<file path="config.mk">
export PLATFORM = sky130hd
export DESIGN_NAME = router_mac_sync_table
export DESIGN_NICKNAME = d
export VERILOG_FILES = /design/src/rmst_pkg.sv /design/src/rmst_ram.sv /design/src/rmst_flags.sv /design/src/router_mac_sync_table.sv
export SDC_FILE = /design/constraint.sdc
export NUM_CORES = 2
export LEC_CHECK = 0
export BUFFER_PORTS_ARGS = -buffer_cell sky130_fd_sc_hd__buf_4
export CORE_ASPECT_RATIO = 1.25
export CORE_UTILIZATION = 63
export CTS_BUF_LIST = sky130_fd_sc_hd__clkbuf_16
export CTS_CLUSTER_DIAMETER = 120
export DETAILED_ROUTE_END_ITERATION = 8
export PLACE_DENSITY = 0.8
export SYNTH_ARGS = -nofsm -noshare
export SYNTH_HDL_FRONTEND = slang
export SYNTH_HIERARCHICAL = 1
export SYNTH_SLANG_ARGS = --single-unit
export TNS_END_PERCENT = 100
</file>
<file path="constraint.sdc">
create_clock -name clk_i -period 7 [get_ports clk_i]
set_input_delay 0.35 -clock clk_i [delete_from_list [all_inputs] [get_ports clk_i]]
set_output_delay 0.35 -clock clk_i [all_outputs]
set_load 0.01 [all_outputs]
</file>
<file path="src/rmst_pkg.sv">
// ----------------------------------------------------------------------------
// rmst_pkg - shared types for the mac sync table
// Key widths and the flag store update commands.
// ----------------------------------------------------------------------------
package rmst_pkg;

  localparam int unsigned MAC_W  = 48;
  localparam int unsigned VLAN_W = 12;
  localparam int unsigned KEY_W  = MAC_W + VLAN_W;

  // update applied to the per-slot flags
  typedef enum logic [2:0] {
    FL_NONE,
    FL_CREATE,
    FL_MARK_ADD,
    FL_MARK_REM,
    FL_DELETE,
    FL_SYNCED,
    FL_PURGE
  } flag_cmd_e;

endpackage

</file>
<file path="src/rmst_ram.sv">
// ----------------------------------------------------------------------------
// rmst_ram - generic single write, single read ram
// One write port, one read port with registered read data.
// ----------------------------------------------------------------------------
module rmst_ram #(
  parameter int unsigned WIDTH = 8,
  parameter int unsigned DEPTH = 32,
  localparam int unsigned AW = (DEPTH > 1) ? $clog2(DEPTH) : 1
) (
  input  logic             clk_i,
  input  logic             we_i,
  input  logic [AW-1:0]    waddr_i,
  input  logic [WIDTH-1:0] wdata_i,
  input  logic [AW-1:0]    raddr_i,
  output logic [WIDTH-1:0] rdata_o
);

  logic [WIDTH-1:0] mem [DEPTH];
  logic [WIDTH-1:0] rdata_q;

  always_ff @(posedge clk_i) begin
    if (we_i) begin
      mem[waddr_i] <= wdata_i;
    end
    rdata_q <= mem[raddr_i];
  end

  assign rdata_o = rdata_q;

endmodule

</file>
<file path="src/rmst_flags.sv">
// ----------------------------------------------------------------------------
// rmst_flags - per-slot valid, removing and synced flags
// Flip-flop store cleared by reset, updated by one command a cycle.
// ----------------------------------------------------------------------------
module rmst_flags #(
  parameter int unsigned ENTRIES = 32,
  localparam int unsigned IW = (ENTRIES > 1) ? $clog2(ENTRIES) : 1
) (
  input  logic                clk_i,
  input  logic                rst_ni,
  input  rmst_pkg::flag_cmd_e cmd_i,
  input  logic [IW-1:0]       idx_i,
  output logic [ENTRIES-1:0]  valid_o,
  output logic [ENTRIES-1:0]  removing_o,
  output logic [ENTRIES-1:0]  synced_o
);
  import rmst_pkg::*;

  logic [ENTRIES-1:0] valid_q, valid_d;
  logic [ENTRIES-1:0] removing_q, removing_d;
  logic [ENTRIES-1:0] synced_q, synced_d;

  always_comb begin
    valid_d    = valid_q;
    removing_d = removing_q;
    synced_d   = synced_q;
    unique case (cmd_i)
      FL_CREATE: begin
        valid_d[idx_i]    = 1'b1;
        removing_d[idx_i] = 1'b0;
        synced_d[idx_i]   = 1'b0;
      end
      FL_MARK_ADD: begin
        removing_d[idx_i] = 1'b0;
        synced_d[idx_i]   = 1'b0;
      end
      FL_MARK_REM: begin
        removing_d[idx_i] = 1'b1;
        synced_d[idx_i]   = 1'b0;
      end
      FL_DELETE: begin
        valid_d[idx_i]    = 1'b0;
        removing_d[idx_i] = 1'b0;
        synced_d[idx_i]   = 1'b0;
      end
      FL_SYNCED: begin
        synced_d[idx_i] = 1'b1;
      end
      FL_PURGE: begin
        // drop every entry that waits for a remove, forget all sync state
        valid_d    = valid_q & ~removing_q;
        removing_d = '0;
        synced_d   = '0;
      end
      default: begin
      end
    endcase
  end

  always_ff @(posedge clk_i or negedge rst_ni) begin
    if (!rst_ni) begin
      valid_q    <= '0;
      removing_q <= '0;
      synced_q   <= '0;
    end else begin
      valid_q    <= valid_d;
      removing_q <= removing_d;
      synced_q   <= synced_d;
    end
  end

  assign valid_o    = valid_q;
  assign removing_o = removing_q;
  assign synced_o   = synced_q;

`ifndef SYNTHESIS
  a_rem_needs_valid: assert property (@(posedge clk_i) disable iff (!rst_ni)
    (removing_q & ~valid_q) == '0)
    else $error("removing flag set on an empty slot");

  a_syn_needs_valid: assert property (@(posedge clk_i) disable iff (!rst_ni)
    (synced_q & ~valid_q) == '0)
    else $error("synced flag set on an empty slot");

  a_purge_clears: assert property (@(posedge clk_i) disable iff (!rst_ni)
    cmd_i == FL_PURGE |=> removing_q == '0 && synced_q == '0)
    else $error("purge left removing or synced flags behind");
`endif

endmodule

</file>
<file path="src/router_mac_sync_table.sv">
// ----------------------------------------------------------------------------
// router_mac_sync_table - keyed (mac, vlan) table kept in sync with a peer
// Slot walk over a key ram with one shared key compare, flags in flip-flops.
//
//   channel   direction  handshake                 payload
//   command   in         start & !busy             opcode, key_mac, vlan,
//                                                  response_action, peer_ready
//   result    out        res_strobe_o, one cycle   req_*, status, last
//
// add, remove and sync response walk slots from 0, one slot a cycle through
// the key ram read port, until the key matches or the last slot is read.
// resync with the peer ready walks every slot; its requests come out during
// the walk. resync without the peer, mark not synced and unused opcodes skip
// the walk and go straight to apply. the final beat is shown while busy is low.
// reset clears all flags at once; no clearing pass. the receiver cannot stall.
// ----------------------------------------------------------------------------
module router_mac_sync_table #(
  parameter int unsigned ENTRIES = 32
) (
  input  logic                       clk_i,
  input  logic                       rst_ni,
  input  logic                       start,
  output logic                       busy,
  input  logic [2:0]                 opcode_i,
  input  logic [rmst_pkg::MAC_W-1:0] key_mac_i,
  input  logic [rmst_pkg::VLAN_W-1:0] vlan_i,
  input  logic                       response_action_i,
  input  logic                       peer_ready_i,
  output logic                       res_strobe_o,
  output logic                       req_valid_o,
  output logic [rmst_pkg::MAC_W-1:0] req_mac_o,
  output logic [rmst_pkg::VLAN_W-1:0] req_vlan_o,
  output logic                       req_add_o,
  output logic [1:0]                 status_o,
  output logic                       last_o
);
  import rmst_pkg::*;

  localparam int unsigned IW = (ENTRIES > 1) ? $clog2(ENTRIES) : 1;
  localparam logic [IW-1:0] LAST_IDX = IW'(ENTRIES - 1);

  localparam logic [2:0] OP_ADD    = 3'd0;
  localparam logic [2:0] OP_REMOVE = 3'd1;
  localparam logic [2:0] OP_RESP   = 3'd2;
  localparam logic [2:0] OP_UNSYNC = 3'd3;
  localparam logic [2:0] OP_RESYNC = 3'd4;

  localparam logic [1:0] ST_OK       = 2'd0;
  localparam logic [1:0] ST_FULL     = 2'd1;
  localparam logic [1:0] ST_NOTFOUND = 2'd2;

  typedef enum logic [1:0] {
    S_IDLE,
    S_SCAN,
    S_APPLY
  } state_e;

  state_e            state_q;
  logic [2:0]        op_q;
  logic [MAC_W-1:0]  mac_q;
  logic [VLAN_W-1:0] vlan_q;
  logic              resp_rem_q;
  logic              ready_q;
  logic [IW-1:0]     idx_q;
  logic [IW-1:0]     rd_idx_q;
  logic              rd_vld_q;
  logic              hit_q;
  logic [IW-1:0]     hit_idx_q;
  logic              free_q;
  logic [IW-1:0]     free_idx_q;
  logic              pend_q;
  logic [MAC_W-1:0]  pend_mac_q;
  logic [VLAN_W-1:0] pend_vlan_q;

  logic              strobe_q;
  logic              req_valid_q;
  logic [MAC_W-1:0]  req_mac_q;
  logic [VLAN_W-1:0] req_vlan_q;
  logic              req_add_q;
  logic [1:0]        status_q;
  logic              last_q;

  logic [ENTRIES-1:0] valid_v, removing_v, synced_v;
  logic [KEY_W-1:0]   rd_key;
  logic [MAC_W-1:0]   rd_mac;
  logic [VLAN_W-1:0]  rd_vlan;
  logic               slot_vld, slot_qual, key_hit, scan_end, hit_rem;

  flag_cmd_e     fl_cmd;
  logic [IW-1:0] fl_idx;
  logic          ram_we;
  logic          ap_req;
  logic          ap_add;
  logic [1:0]    ap_status;

  rmst_ram #(
    .WIDTH(KEY_W),
    .DEPTH(ENTRIES)
  ) u_key_ram (
    .clk_i  (clk_i),
    .we_i   (ram_we),
    .waddr_i(free_idx_q),
    .wdata_i({mac_q, vlan_q}),
    .raddr_i(idx_q),
    .rdata_o(rd_key)
  );

  rmst_flags #(
    .ENTRIES(ENTRIES)
  ) u_flags (
    .clk_i     (clk_i),
    .rst_ni    (rst_ni),
    .cmd_i     (fl_cmd),
    .idx_i     (fl_idx),
    .valid_o   (valid_v),
    .removing_o(removing_v),
    .synced_o  (synced_v)
  );

  assign rd_mac  = rd_key[KEY_W-1 -: MAC_W];
  assign rd_vlan = rd_key[VLAN_W-1:0];

  // the slot whose key came back from the ram this cycle
  assign slot_vld  = valid_v[rd_idx_q];
  assign slot_qual = valid_v[rd_idx_q] & ~removing_v[rd_idx_q] & ~synced_v[rd_idx_q];
  assign key_hit   = rd_vld_q && slot_vld && (rd_mac == mac_q) && (rd_vlan == vlan_q);
  assign scan_end  = rd_vld_q && (rd_idx_q == LAST_IDX);
  assign hit_rem   = removing_v[hit_idx_q];

  always_comb begin
    fl_cmd    = FL_NONE;
    fl_idx    = hit_idx_q;
    ram_we    = 1'b0;
    ap_req    = 1'b0;
    ap_add    = 1'b0;
    ap_status = ST_OK;
    if (state_q == S_APPLY) begin
      unique case (op_q)
        OP_ADD: begin
          ap_add = 1'b1;
          if (hit_q) begin
            if (hit_rem) begin
              fl_cmd = FL_MARK_ADD;
              ap_req = ready_q;
            end
          end else if (free_q) begin
            fl_cmd = FL_CREATE;
            fl_idx = free_idx_q;
            ram_we = 1'b1;
            ap_req = ready_q;
          end else begin
            ap_status = ST_FULL;
          end
        end
        OP_REMOVE: begin
          if (hit_q && !hit_rem) begin
            fl_cmd = ready_q ? FL_MARK_REM : FL_DELETE;
            ap_req = ready_q;
          end
        end
        OP_RESP: begin
          if (!hit_q) begin
            ap_status = ST_NOTFOUND;
          end else if (hit_rem == resp_rem_q) begin
            fl_cmd = resp_rem_q ? FL_DELETE : FL_SYNCED;
          end
        end
        OP_UNSYNC: begin
          fl_cmd = FL_PURGE;
        end
        OP_RESYNC: begin
          // final request of the walk, held back until the walk ended
          ap_req = pend_q;
          ap_add = 1'b1;
        end
        default: begin
        end
      endcase
    end
  end

  always_ff @(posedge clk_i or negedge rst_ni) begin
    if (!rst_ni) begin
      state_q     <= S_IDLE;
      op_q        <= OP_ADD;
      mac_q       <= '0;
      vlan_q      <= '0;
      resp_rem_q  <= 1'b0;
      ready_q     <= 1'b0;
      idx_q       <= '0;
      rd_idx_q    <= '0;
      rd_vld_q    <= 1'b0;
      hit_q       <= 1'b0;
      hit_idx_q   <= '0;
      free_q      <= 1'b0;
      free_idx_q  <= '0;
      pend_q      <= 1'b0;
      pend_mac_q  <= '0;
      pend_vlan_q <= '0;
      strobe_q    <= 1'b0;
      req_valid_q <= 1'b0;
      req_mac_q   <= '0;
      req_vlan_q  <= '0;
      req_add_q   <= 1'b0;
      status_q    <= ST_OK;
      last_q      <= 1'b0;
    end else begin
      strobe_q <= 1'b0;
      unique case (state_q)
        S_IDLE: begin
          rd_vld_q <= 1'b0;
          if (start) begin
            op_q       <= opcode_i;
            mac_q      <= key_mac_i;
            vlan_q     <= vlan_i;
            resp_rem_q <= response_action_i;
            ready_q    <= peer_ready_i;
            idx_q      <= '0;
            hit_q      <= 1'b0;
            free_q     <= 1'b0;
            pend_q     <= 1'b0;
            if (opcode_i == OP_ADD || opcode_i == OP_REMOVE || opcode_i == OP_RESP ||
                (opcode_i == OP_RESYNC && peer_ready_i)) begin
              state_q <= S_SCAN;
            end else begin
              state_q <= S_APPLY;
            end
          end
        end
        S_SCAN: begin
          rd_vld_q <= 1'b1;
          rd_idx_q <= idx_q;
          if (idx_q != LAST_IDX) begin
            idx_q <= idx_q + 1'b1;
          end
          if (rd_vld_q && !slot_vld && !free_q) begin
            free_q     <= 1'b1;
            free_idx_q <= rd_idx_q;
          end
          if (op_q == OP_RESYNC) begin
            if (rd_vld_q && slot_qual) begin
              if (pend_q) begin
                strobe_q    <= 1'b1;
                req_valid_q <= 1'b1;
                req_mac_q   <= pend_mac_q;
                req_vlan_q  <= pend_vlan_q;
                req_add_q   <= 1'b1;
                status_q    <= ST_OK;
                last_q      <= 1'b0;
              end
              pend_q      <= 1'b1;
              pend_mac_q  <= rd_mac;
              pend_vlan_q <= rd_vlan;
            end
            if (scan_end) begin
              state_q <= S_APPLY;
            end
          end else if (key_hit) begin
            hit_q     <= 1'b1;
            hit_idx_q <= rd_idx_q;
            state_q   <= S_APPLY;
          end else if (scan_end) begin
            state_q <= S_APPLY;
          end
        end
        S_APPLY: begin
          rd_vld_q    <= 1'b0;
          strobe_q    <= 1'b1;
          req_valid_q <= ap_req;
          req_mac_q   <= ap_req ? ((op_q == OP_RESYNC) ? pend_mac_q : mac_q) : '0;
          req_vlan_q  <= ap_req ? ((op_q == OP_RESYNC) ? pend_vlan_q : vlan_q) : '0;
          req_add_q   <= ap_req & ap_add;
          status_q    <= ap_status;
          last_q      <= 1'b1;
          state_q     <= S_IDLE;
        end
        default: begin
          state_q <= S_IDLE;
        end
      endcase
    end
  end

  assign busy         = (state_q != S_IDLE);
  assign res_strobe_o = strobe_q;
  assign req_valid_o  = req_valid_q;
  assign req_mac_o    = req_mac_q;
  assign req_vlan_o   = req_vlan_q;
  assign req_add_o    = req_add_q;
  assign status_o     = status_q;
  assign last_o       = last_q;

`ifndef SYNTHESIS
  a_req_ok: assert property (@(posedge clk_i) disable iff (!rst_ni)
    res_strobe_o && req_valid_o |-> status_o == ST_OK)
    else $error("request beat with non-ok status");

  a_noreq_zero: assert property (@(posedge clk_i) disable iff (!rst_ni)
    res_strobe_o && !req_valid_o |-> req_mac_o == '0 && req_vlan_o == '0 && !req_add_o)
    else $error("non-request beat carries key bits");

  a_last_idle: assert property (@(posedge clk_i) disable iff (!rst_ni)
    res_strobe_o && last_o |-> !busy)
    else $error("final beat while still walking");

  a_start_busy: assert property (@(posedge clk_i) disable iff (!rst_ni)
    start && !busy |=> busy)
    else $error("accepted command did not raise busy");
`endif

endmodule

</file>
==> impl.org <==
** Status
- The run finished with clean final reports.

** Detailed routing
- DRC violation total after the first TritonRoute iteration :: 6650
- Via/cell ratio :: 6.74
- Highest metal used :: met5
- Total routed wire length on the met1 layer :: 88900 µm
- Summed over all nets, wire length on met3 after detailed routing comes to 25600 µm.
- Routed Antenna Nets :: 0
- Before antenna repair, the detailed router went through 6 iterations.
- After detailed routing, the total wire length is approximately 240000 µm.
- Via count of the routed design :: 53.8k
- Average wire length per cell after detail routing :: 30.5 µm
- Met2 wire len :: between 100000 and 150000 µm
- After detailed routing, the number of remaining DRC violations is 0.

** Power and ir drop
- Net switching is 32.8% of the power.
- Dividing total power by cell area gives a power density of 387 nW/µm².
- The worst-case IR drop observed on VDD is 0.386 mV.
- Part of the power in the clock network :: about 28%
- Leak pwr :: about 0.035 µW
- The analysis attributes to net switching a power of between 10000 and 15000 µW.
- Per report_power, the combinational group accounts for 27.2% of the total.
- Internal power comes to about 27000 µW.
- Power share of the sequential group :: 45.4%

** Timing
- For the final database, setup skew stands at between 0.02 and 0.025 ns.
- Total negative slack :: 0 ns
- The final count of hold timing violations was 0.
- The worst path in the final design needs a cycle of 5.44 ns, including I/O delays and setup.
- Least-Margin Pin Slew :: 1.36 ns
- Worst slew margin relative to its limit :: 9.60%
- Setup violations remaining at the end of the flow were counted as 0.
- The worst path meets setup with 1.56 ns of slack.
- For this run, the top clock speed supported by timing is 184 MHz.
- Unrepaired setup endpoints after global routing :: false
- Fin crit share :: 77.7%
- Max-slew violations :: 0

** Synth
- Post-synth cell types :: a little over 70
- Cell type with the highest aggregate area in the netlist :: sky130_fd_sc_hd__edfxtp_1
- Part of the Yosys area used for sequential elements :: 72.3%
- Post-synth EDFFs :: between 1.5k and 2k
- A synthesized cell averages 16.2 µm².
- Number of cells produced by synthesis :: 5694
- When the netlist entered floorplanning its net count stood at 5769.
- Yosys warnings :: 6
- The top cell type by area accounts for 62.5% of the synthesized area.
- Yosys attributes the largest share of cell area to sky130_fd_sc_hd__edfxtp_1 (63%), sky130_fd_sc_hd__mux2i_1 (11%), sky130_fd_sc_hd__dfrtp_1 (8.5%), sky130_fd_sc_hd__mux2_2 (2.6%), sky130_fd_sc_hd__a22oi_1 (1.5%).
- Synth async-reset ratio :: 13.7%
- FF+latch count, synth :: roughly 2.3k
- Commonest register cell after synthesis :: sky130_fd_sc_hd__edfxtp_1
- The cell area that synthesis handed to floorplanning was 92200 µm².

** Layout
- Non-filler instance count after layout :: 7979
- In the final layout, the multi-input gates occupy roughly 24000 µm².
- In the final design database the tool counted between 5k and 6k nets.
- In the final layout, flip-flops and latches occupy about 67000 µm².
- Area added between synthesis and finish :: 11.2%
- Final-layout fill cell count :: 8759
- The post-route netlist has 14.5% of its cells at a drive strength greater than 1.

** Setup path
- Along the worst path, the maximum fanout reaches 37.
- Worst reg2reg path depth :: 14
- Capturing instance or port of the critical path :: u_flags/synced_o[29]
- The startpoint identified for the worst register-to-register timing path is hit_idx_q[1].
- Category of the worst setup path launch point :: register
- Data on the critical path is required at its endpoint by 7.76 ns.
- For flop-to-flop paths, the worst setup slack is 1.56 ns.
- Setup Crit Path Kind :: reg2reg
- The endpoint identified for the worst register-to-register timing path is u_flags/synced_o[29].
- The worst setup path is captured at a register.
- Data on the critical path arrives at its endpoint at 6.20 ns.
- Startpoint of the worst setup timing path :: hit_idx_q[1]

** Global route
- Largest net degree at the start of global routing :: 157
- Antenna violations before repair :: 4
- The via count of the first global-routing pass is around 53k.
- Congestion Overflow GR :: 0
- Global routing used 32.9% of the available tracks.
- First-pass GRT wire length :: 353000 µm

** Hold path
- In this run the worst hold path is classified as in2async.

** Clock tree
- Clock tree from TritonCTS :: done
- The later pin in the worst-skew pair is clocked with a latency of ~0.85 ns.
- Postcts setup bufs :: 0
- Clk pin slew, worst setup/hold paths :: 0.06 ns
- CTS placed an instance of sky130_fd_sc_hd__clkbuf_16 at the clock tree root.
- Counting the buffers created by CTS gives 206.
- Clock Path Buffers :: 3
- Number of H-tree levels :: 4
- Clock sinks :: 2293

** Floorplanning
- Die X-Extent :: 344 µm
- Die H :: between 400 and 500 µm
- The initialized floorplan defines 156 standard-cell rows.
- Area of the core :: 145000 µm²
- Count of boundary I/O pins :: 135
- Initial core utilization :: 63.6%
- Floorplan die area :: ~150000 µm²

** Placement
- Routability-driven placement finished with a final weighted congestion of 0.886.
- DP Wirelength :: 139000 µm
- During placement, the flow inserted port buffers numbering 134.
- At the placement stage, the worst setup path has a slack of between 1.5 and 2 ns.
- Post-placement cell count :: 7510

** Run
- Maximum Capacitance Violations :: 0
==> Yosys cell counts, drive strengths merged (30+ instances only) <==
master and number:
a21oi 241, a22o 121, a22oi 188, a31oi 151
buf 241, clkbuf 131, dfrtp 313, dfxtp 60
edfxtp 1920, inv 40, mux2 211, mux2i 1040
nand2 234, nand3 189, nor2 98, nor2b 49
nor3 176, o21ai 49, o22ai 30, o31ai 40
xor2 44
==> kinds of logic (layout without fill, tap and decap cells) <==
logic type | after synthesis | in the layout | share of synthesized area, %
compound gates | 850 | 850 | 6.08
buf+inv | 412 | 798 | 2.63
simple gates | 815 | 815 | 4.32
flops | 2293 | 2293 | 72.3
xor+xnor | 61 | 61 | 0.579
mux | 1256 | 1256 | 14.0
other cells | 0 | 3 | 0
fa+ha+maj | 7 | 7 | 0.0950
==> sequential cells by signal, summed over array words and instances, names as in the netlist, 32 cells and up <==
signal and count:
req_mac_o 48, mac_q 48, u_flags/removing_o 32, pend_mac_q 48
u_key_ram/rdata_o 60, u_flags/synced_o 32, u_key_ram/mem 1920, u_flags/valid_o 32
==> cell usage in the layout, fill, tap and decap left out, types with 34 or more instances in the layout <==
cell,n
sky130_fd_sc_hd__nor3_1,158
sky130_fd_sc_hd__inv_1,93
sky130_fd_sc_hd__dfrtp_1,312
sky130_fd_sc_hd__o31ai_1,40
sky130_fd_sc_hd__a31oi_1,151
sky130_fd_sc_hd__dlygate4sd3_1,75
sky130_fd_sc_hd__edfxtp_1,1920
sky130_fd_sc_hd__nor2_4,34
sky130_fd_sc_hd__mux2_2,211
sky130_fd_sc_hd__nor2_1,62
sky130_fd_sc_hd__a22o_1,121
sky130_fd_sc_hd__a22oi_1,188
sky130_fd_sc_hd__nand2_1,231
sky130_fd_sc_hd__clkinv_1,48
sky130_fd_sc_hd__xor2_1,44
sky130_fd_sc_hd__nor2b_1,43
sky130_fd_sc_hd__clkbuf_16,208
sky130_fd_sc_hd__dfxtp_1,60
sky130_fd_sc_hd__nand3_1,189
sky130_fd_sc_hd__a21oi_1,239
sky130_fd_sc_hd__mux2i_1,1039
sky130_fd_sc_hd__buf_4,268
==> per-layer routing <==
layer	global-route usage, %	up-vias
li1	-	22600
met1	44.2	27100
met2	51.7	3484
met3	6.55	598
met4	16.1	6
met5	0	-
==> critical path: stages, from the launching register on <==
cell and delay, ns:
sky130_fd_sc_hd__dfrtp_1 0.80, sky130_fd_sc_hd__mux2_2 0.44, sky130_fd_sc_hd__o311ai_0 0.35, sky130_fd_sc_hd__a311oi_1 0.13, sky130_fd_sc_hd__nor4_4 0.67, sky130_fd_sc_hd__ha_1 0.26, sky130_fd_sc_hd__a31oi_1 0.08, sky130_fd_sc_hd__nor2_1 0.10
sky130_fd_sc_hd__a31oi_1 0.06, sky130_fd_sc_hd__nor2_2 0.52, sky130_fd_sc_hd__and2_1 0.22, sky130_fd_sc_hd__buf_4 0.47, sky130_fd_sc_hd__nor2b_4 0.87, sky130_fd_sc_hd__a31oi_1 0.20, sky130_fd_sc_hd__nor2_1 0.16
==> metrics by stage <==
step / utilization (%) / hold WS [ns] / cell area (µm²) / power (µW)
floorplan: - / 0.0544 / 92200 / 24900
finish: 70.7 / 0.0724 / 103000 / 39700
global route: 70.7 / 0.0930 / 103000 / 40800
CTS: 70.7 / 0.0406 / 103000 / 39600
detailed placement: 65.7 / 0.359 / 95200 / 28700
global placement: 65.7 / 0.354 / 95200 / 28500
==> power groups by stage <==
stage | combinational [µW] | sequential [µW] | clock, µW
6_report | 10800 | 18000 | 10900
3_3_place_gp | 10200 | 18200 | 0
3_5_place_dp | 10500 | 18300 | 0
2_1_floorplan | 6220 | 18700 | 0
5_1_grt | 11200 | 18100 | 11500
4_1_cts | 10600 | 18000 | 11000
==> layout make-up <==
| type | instances | area share, % |
|---|---|---|
| Inverter | 40 | 0.146 |
| Antenna cell | 3 | 0.00732 |
| Clock inverter | 183 | 1.32 |
| Tap cell | 1896 | 2.31 |
| Multi-Input combinational cell | 2989 | 22.9 |
| Sequential cell | 2293 | 65.0 |
| Timing Repair Buffer | 367 | 3.16 |
| Clock buffer | 208 | 5.08 |
==> worst min-delay path by stage <==
stage / startpoint / end / slack, ns / cells past startpoint
6_report: rst_ni / mac_q[23] / 0.07 / 2
4_1_cts: rst_ni / mac_q[23] / 0.04 / 2
3_3_place_gp: rst_ni / mac_q[20] / 0.35 / 1
3_5_place_dp: rst_ni / mac_q[23] / 0.36 / 1
5_1_grt: rst_ni / mac_q[19] / 0.09 / 2
2_1_floorplan: rst_ni / free_idx_q[0] / 0.05 / 0
==> timing repair <==
action                                  CTS  global route
hold buffers                             75             0
endpoints found under the setup margin    0             0
endpoints found under the hold margin   124             0
resized for setup                         0             0
No activity file was read; power rests on OpenSTA's default activity.
